`src/rtl/core/frb_pkg.sv`:
```
package frb_pkg;

  localparam int unsigned NUM_SLOTS_DEF       = 4;
  localparam int unsigned MAX_FRAME_BYTES_DEF = 32768;

  localparam int unsigned SIZE_W     = 16;
  localparam int unsigned SLOT_IDX_W = 2;

  // slot status codes
  localparam logic [1:0] ST_FREE    = 2'd0;
  localparam logic [1:0] ST_FILLING = 2'd1;
  localparam logic [1:0] ST_READY   = 2'd2;

  // request kinds
  localparam logic OP_FRAME_DONE = 1'b0;
  localparam logic OP_TAKE       = 1'b1;

  typedef struct packed {
    logic              opcode;
    logic [SIZE_W-1:0] frame_size;
  } req_t;

  typedef struct packed {
    logic                  accepted;
    logic                  dropped;
    logic [SLOT_IDX_W-1:0] slot_index;
    logic [SIZE_W-1:0]     frame_length;
  } res_t;

endpackage

```
`src/rtl/core/frb_in_stage.sv`:
```
module frb_in_stage (
  input  logic          clk_i,
  input  logic          rst_ni,
  input  logic          valid_i,
  output logic          ready_o,
  input  frb_pkg::req_t req_i,
  output logic          valid_o,
  input  logic          take_i,
  output frb_pkg::req_t req_o
);
  import frb_pkg::*;

  logic valid_q, valid_d;
  req_t req_q;

  assign ready_o = !valid_q || take_i;
  assign valid_d = (valid_i && ready_o) ? 1'b1 : (take_i ? 1'b0 : valid_q);

  always_ff @(posedge clk_i or negedge rst_ni) begin
    if (!rst_ni) begin
      valid_q <= 1'b0;
    end else begin
      valid_q <= valid_d;
    end
  end

  // payload, no reset
  always_ff @(posedge clk_i) begin
    if (valid_i && ready_o) begin
      req_q <= req_i;
    end
  end

  assign valid_o = valid_q;
  assign req_o   = req_q;

endmodule

```
`src/rtl/core/frb_ring_core.sv`:
```
module frb_ring_core #(
  parameter int unsigned NUM_SLOTS       = frb_pkg::NUM_SLOTS_DEF,
  parameter int unsigned MAX_FRAME_BYTES = frb_pkg::MAX_FRAME_BYTES_DEF
) (
  input  logic          clk_i,
  input  logic          rst_ni,
  input  logic          fire_i,
  input  frb_pkg::req_t req_i,
  output frb_pkg::res_t res_o
);
  import frb_pkg::*;

  localparam int unsigned PtrW = (NUM_SLOTS > 1) ? $clog2(NUM_SLOTS) : 1;
  localparam logic [PtrW-1:0] LastSlot = PtrW'(NUM_SLOTS - 1);
  localparam logic [SIZE_W-1:0] MaxLen = SIZE_W'(MAX_FRAME_BYTES);

  logic [1:0]        status_q [NUM_SLOTS];
  logic [1:0]        status_d [NUM_SLOTS];
  logic [SIZE_W-1:0] length_q [NUM_SLOTS];
  logic [PtrW-1:0]   fill_q, fill_d, take_q, take_d;
  logic [PtrW-1:0]   fill_nxt, take_nxt;
  logic [SIZE_W-1:0] size_sat;
  logic              len_we;
  res_t              res;

  assign fill_nxt = (fill_q == LastSlot) ? '0 : fill_q + 1'b1;
  assign take_nxt = (take_q == LastSlot) ? '0 : take_q + 1'b1;
  assign size_sat = (req_i.frame_size > MaxLen) ? MaxLen : req_i.frame_size;

  always_comb begin
    status_d = status_q;
    fill_d   = fill_q;
    take_d   = take_q;
    len_we   = 1'b0;
    res      = '0;
    case (req_i.opcode)
      OP_FRAME_DONE: begin
        if (status_q[fill_nxt] == ST_FREE) begin
          len_we             = 1'b1;
          status_d[fill_q]   = ST_READY;
          status_d[fill_nxt] = ST_FILLING;
          fill_d             = fill_nxt;
          res.accepted       = 1'b1;
          res.slot_index     = SLOT_IDX_W'(32'(fill_nxt));
        end else begin
          res.dropped    = 1'b1;
          res.slot_index = SLOT_IDX_W'(32'(fill_q));
        end
      end
      OP_TAKE: begin
        if (status_q[take_q] == ST_READY) begin
          status_d[take_q] = ST_FREE;
          take_d           = take_nxt;
          res.accepted     = 1'b1;
          res.slot_index   = SLOT_IDX_W'(32'(take_q));
          res.frame_length = length_q[take_q];
        end
      end
      default: res = '0;
    endcase
  end

  always_ff @(posedge clk_i or negedge rst_ni) begin
    if (!rst_ni) begin
      for (int i = 0; i < NUM_SLOTS; i++) begin
        status_q[i] <= (i == 0) ? ST_FILLING : ST_FREE;
      end
      fill_q <= '0;
      take_q <= '0;
    end else if (fire_i) begin
      status_q <= status_d;
      fill_q   <= fill_d;
      take_q   <= take_d;
    end
  end

  // lengths are only read once their slot is ready, so no reset
  always_ff @(posedge clk_i) begin
    if (fire_i && len_we) begin
      length_q[fill_q] <= size_sat;
    end
  end

  assign res_o = res;

endmodule

```
`src/rtl/core/frb_out_stage.sv`:
```
module frb_out_stage (
  input  logic          clk_i,
  input  logic          rst_ni,
  input  logic          load_i,
  input  frb_pkg::res_t res_i,
  output logic          space_o,
  output logic          valid_o,
  input  logic          ready_i,
  output frb_pkg::res_t res_o
);
  import frb_pkg::*;

  logic valid_q, valid_d;
  res_t res_q;

  assign space_o = !valid_q || ready_i;
  assign valid_d = load_i ? 1'b1 : (ready_i ? 1'b0 : valid_q);

  always_ff @(posedge clk_i or negedge rst_ni) begin
    if (!rst_ni) begin
      valid_q <= 1'b0;
    end else begin
      valid_q <= valid_d;
    end
  end

  always_ff @(posedge clk_i) begin
    if (load_i) begin
      res_q <= res_i;
    end
  end

  assign valid_o = valid_q;
  assign res_o   = res_q;

endmodule

```
`src/rtl/core/frame_buffer_ring_manager_top.sv`:
```
// Frame buffer ring manager: ring of receive slots, commit-or-drop and take.
// An accepted input word passes through the input register, then the result register.
// Throughput: one word per cycle while the master side takes results; the slot state
// updates in the cycle a word moves from the input register to the result register.
// Reset (rst_ni low, async): slot 0 filling, all others free, both pointers 0,
// both word registers empty.
module frame_buffer_ring_manager_top #(
  parameter int unsigned NUM_SLOTS       = frb_pkg::NUM_SLOTS_DEF,
  parameter int unsigned MAX_FRAME_BYTES = frb_pkg::MAX_FRAME_BYTES_DEF
) (
  input  logic        clk_i,
  input  logic        rst_ni,
  // request side
  input  logic        s_axis_tvalid,
  output logic        s_axis_tready,
  input  logic [15:0] s_axis_tdata,   // [15:0] frame_size
  input  logic        s_axis_tuser,   // [0] opcode (0 frame done, 1 take)
  // result side
  output logic        m_axis_tvalid,
  input  logic        m_axis_tready,
  output logic [23:0] m_axis_tdata,   // [1:0] slot_index, [17:2] frame_length, rest 0
  output logic [1:0]  m_axis_tuser    // [0] accepted, [1] dropped
);
  import frb_pkg::*;

  req_t req_in, req_q;
  res_t res_c, res_q;
  logic req_valid, out_space, fire;

  assign req_in.opcode     = s_axis_tuser;
  assign req_in.frame_size = s_axis_tdata;

  // a held request is processed as soon as the result register has room
  assign fire = req_valid && out_space;

  frb_in_stage u_in (
    .clk_i   (clk_i),
    .rst_ni  (rst_ni),
    .valid_i (s_axis_tvalid),
    .ready_o (s_axis_tready),
    .req_i   (req_in),
    .valid_o (req_valid),
    .take_i  (fire),
    .req_o   (req_q)
  );

  frb_ring_core #(
    .NUM_SLOTS       (NUM_SLOTS),
    .MAX_FRAME_BYTES (MAX_FRAME_BYTES)
  ) u_core (
    .clk_i  (clk_i),
    .rst_ni (rst_ni),
    .fire_i (fire),
    .req_i  (req_q),
    .res_o  (res_c)
  );

  frb_out_stage u_out (
    .clk_i   (clk_i),
    .rst_ni  (rst_ni),
    .load_i  (fire),
    .res_i   (res_c),
    .space_o (out_space),
    .valid_o (m_axis_tvalid),
    .ready_i (m_axis_tready),
    .res_o   (res_q)
  );

  assign m_axis_tdata = {6'd0, res_q.frame_length, res_q.slot_index};
  assign m_axis_tuser = {res_q.dropped, res_q.accepted};

endmodule

```
`config.mk`:
```
export PLATFORM = sky130hd
export DESIGN_NAME = frame_buffer_ring_manager_top
export DESIGN_NICKNAME = d
export VERILOG_FILES = /design/src/rtl/core/frb_pkg.sv /design/src/rtl/core/frb_in_stage.sv /design/src/rtl/core/frb_ring_core.sv /design/src/rtl/core/frb_out_stage.sv /design/src/rtl/core/frame_buffer_ring_manager_top.sv
export SDC_FILE = /design/constraint.sdc
export NUM_CORES = 1
export LEC_CHECK = 0
export BUFFER_PORTS_ARGS = -buffer_cell sky130_fd_sc_hd__buf_2
export CAP_MARGIN = 40
export CORE_ASPECT_RATIO = 0.6
export CORE_MARGIN = 10
export CORE_UTILIZATION = 55
export DETAILED_ROUTE_END_ITERATION = 8
export GPL_TIMING_DRIVEN = 0
export PLACE_DENSITY = 0.75
export SYNTH_ARGS = -nofsm -noshare
export SYNTH_HDL_FRONTEND = slang
export SYNTH_SLANG_ARGS = --single-unit
```
`constraint.sdc`:
```
create_clock -name clk_i -period 3 [get_ports clk_i]
set_input_delay 0.15 -clock clk_i [delete_from_list [all_inputs] [get_ports clk_i]]
set_output_delay 0.15 -clock clk_i [all_outputs]
set_load 0.005 [all_outputs]
```
==> summary.txt <==
Post-synth top cells = edfxtp_1, nor2b_1, mux4_2
WP data arrival = 2.89 ns
Initial Util = 55.8%
Root buf cell = clkbuf_16
GP Congestion = 0.854
IO Port Bufs = 42
Detailed placement HPWL = 6180 um
XOR/XNOR Fraction of Synth Area = 0%
Mapped Avg Cell Area = 17.7 sq um
Hold_ws = 0.0186 ns
HP Start = m_axis_tready
Fillers = 549
Worst slew margin = 41.4%
Area of the core = 8430 sq um
Asr flop ratio synth = 12.2%
Post-route DRC violation count = 0
Leakage power = 2.17 nW
CP Launch Type = flip-flop
Hold path depth = 3
Share of cells above drive strength 1 = 31.7%
Final period util = 95.4%
Final setup vio count = 0
Clock Sinks = 115
CP bufs+invs = 2
Hold Crit Class = in -> reg
Multi-input logic area = 1210 sq um
Compound-cell area share of the yosys netlist = 4.52%
Top-area cell type share of the netlist area = 64.5%
Worst Max-Slew Pin Slew = 0.880 ns
Pin count of the biggest net entering global routing = 19
Max-slew violation count = 0
CTS resizes = 0
Vias in the first global route = 2812
Number of cells after detailed placement = 427
Worst Path Max Fanout = 16
Distinct cell type count after synthesis = 47
DIE AREA = 12800 sq um
Area delta synth->final = 25.2%
Pre-CTS setup slack = 0.156 ns
WS Path Type = reg -> reg
CP delay by family, top = simple AND/OR/NAND/NOR gates
First-pass GRT wire length = 15400 um
Number of flops mapped to enable cells by yosys = 101
Ys Warns = 0
Total power draw = 5.51 mW
Worst Hold End = u_out.valid_o
Max incr delay on CP = 0.71 ns
Yosys top cell by area = edfxtp_1
FF-to-FF End = u_core.length_q[0][14]
Sequential element share of the synthesized area = 72.0%
CTS H-tree lvls = 4
Final Instance Area = 5880 sq um
Vias = 2620
Top_reg_cell synth = edfxtp_1
Post-Route WL = 9610 um
Synthesized instance count = 266
Remaining global-route overflow = 0
GRT Total Usage = 16.0%
DR vias/cell = 5.48
Clock transition at path regs = 0.05 ns
Die extent in y = 91.6 um
Iter 0 DRT Violations = 195
Unrepaired setup endpoints after global routing = false
Inserted Diodes = 0
Crit. End Element = flip-flop
Run status = finished clean
Count leader, synth = edfxtp_1
Maxcap violations = 0
Fin. Hold Viols = 0
Drt pass-1 iters = 4
WL/cell = 20.1 um
Post-Synth Adder-Cell Area = 2.13%
Post-CTS setup buffer count = 0
Post-layout util = 69.8%
Mux contribution to synthesized area = 10.0%
Clock skew = 0.0100 ns
Finished Layout Cells = 478
Rows = 26
Area contributors post-synth = edfxtp_1, mux4_2, dfrtp_1
Slowest CP cell = and2_1
Worst r2r src = u_core.fill_q[0]
Yosys reg bits = 115
Max clock buf depth = 2
Post-DRT Antenna Nets = 0
Critical path required time = 3.03 ns
R2R setup slack = 0.14 ns
Synthesized area = 4700 sq um
Worst-Skew Late Latency = 0.41 ns
Worst vdd ir = 0.550 mV
Nets = 382
Highest clock rate = 349 MHz
Setup TNS = 0 ns
Io pins = 49
Pwr Density = 937 nW/um^2
CP Cell Sequence = inv_1, ha_1, mux4_2, nor3b_4, buf_6, and2_1
Initial antenna violation count = 0
Area share of and/or/nand/nor cells after synthesis = 8.68%
DIE WIDTH = 139 um
CTS tree = built
Main combinational cell family by area after synthesis = multiplexers
FF-to-FF path depth = 6
Seq. cell area = 3380 sq um
Min cycle time layout = 2.86 ns
Final WS setup = 0.138 ns
Cts bufs inserted = 17
Placement Cell Area = 5100 sq um
area by class of cell:
type                       count  share of cell area, %
buffer                        15                   1.55
clock buffer                  18                   7.29
inverter                       8                  0.510
clock inverter                14                   2.79
tap                          112                   2.38
sequential                   115                   57.5
timing repair buffer          63                   7.32
multi-input combinational    133                   20.6
kinds of logic after synthesis:
group,after synthesis
flip-flops,115
AO/OA/AOI/OAI,27
adder cells (fa/ha/maj),8
AND/OR/NAND/NOR,68
other,1
multiplexers,24
buffers and inverters,23
worst max path at each step:
stage	slack (ns)	cells after the start	from	endpoint
2_1_floorplan	0.63	6	u_core.fill_q[0]	u_core.length_q[3][0]
3_3_place_gp	0.13	6	u_core.fill_q[0]	u_core.length_q[3][6]
4_1_cts	0.15	6	u_core.fill_q[0]	u_core.length_q[2][1]
3_5_place_dp	0.16	6	u_core.fill_q[0]	u_core.length_q[2][1]
6_report	0.14	6	u_core.fill_q[0]	u_core.length_q[0][14]
5_1_grt	0.0002	6	u_core.fill_q[0]	u_core.length_q[2][1]
worst min-delay path: stages:
cell	delay, ns
buf_2	0.09
or2b_2	0.11
nand2b_1	0.05
report_power, final:
| group | internal [mW] | switching (mW) | total [mW] |
|---|---|---|---|
| Sequential | 2.03 | 0.134 | 2.16 |
| Clock | 1.30 | 0.708 | 2.00 |
| Combinational | 0.647 | 0.700 | 1.35 |
state kept, by name, summed over array words and instances, names as in the netlist, named ones only:
signal / count
u_in.valid_o: 1
u_core.fill_q: 2
u_core.length_q: 64
u_in.req_o: 17
u_core.status_q: 4
u_out.res_o: 20
u_core.take_q: 2
u_out.valid_o: 1
placed cells by master (no fill, tap or decap), drive strengths merged, types with 3 or more instances in the layout:
| master | Yosys | routed |
|---|---|---|
| edfxtp | 101 | 101 |
| buf | 11 | 55 |
| nor2b | 31 | 31 |
| clkbuf | 4 | 22 |
| dlygate4sd3 | 0 | 19 |
| mux4 | 17 | 17 |
| dfrtp | 13 | 13 |
| nor2 | 10 | 10 |
| inv | 8 | 8 |
| ha | 8 | 8 |
| nand2 | 7 | 7 |
| clkinv | 0 | 7 |
| conb | 1 | 6 |
| a21oi | 5 | 5 |
| o21ai | 5 | 5 |
| and2 | 5 | 5 |
| mux2 | 5 | 5 |
| clkinvlp | 0 | 4 |
| nor4 | 3 | 3 |
| bufinv | 0 | 3 |
| nor3b | 3 | 3 |
routing by layer:
layer	part of all wire (%)	routed length, um	track usage, %	up-vias
li1	-	-	-	1183
met1	45	4360	20.6	1342
met2	45	4360	23.0	82
met3	7.8	751	7.62	13
met4	1.4	130	6.40	0
met5	0	0	0	-
timing repair:
item                                   CTS  global route
endpoints found under the hold margin   32             0
setup endpoints to repair                0             0
hold buffers                            19             0
Power figures use the tool's default switching activity.
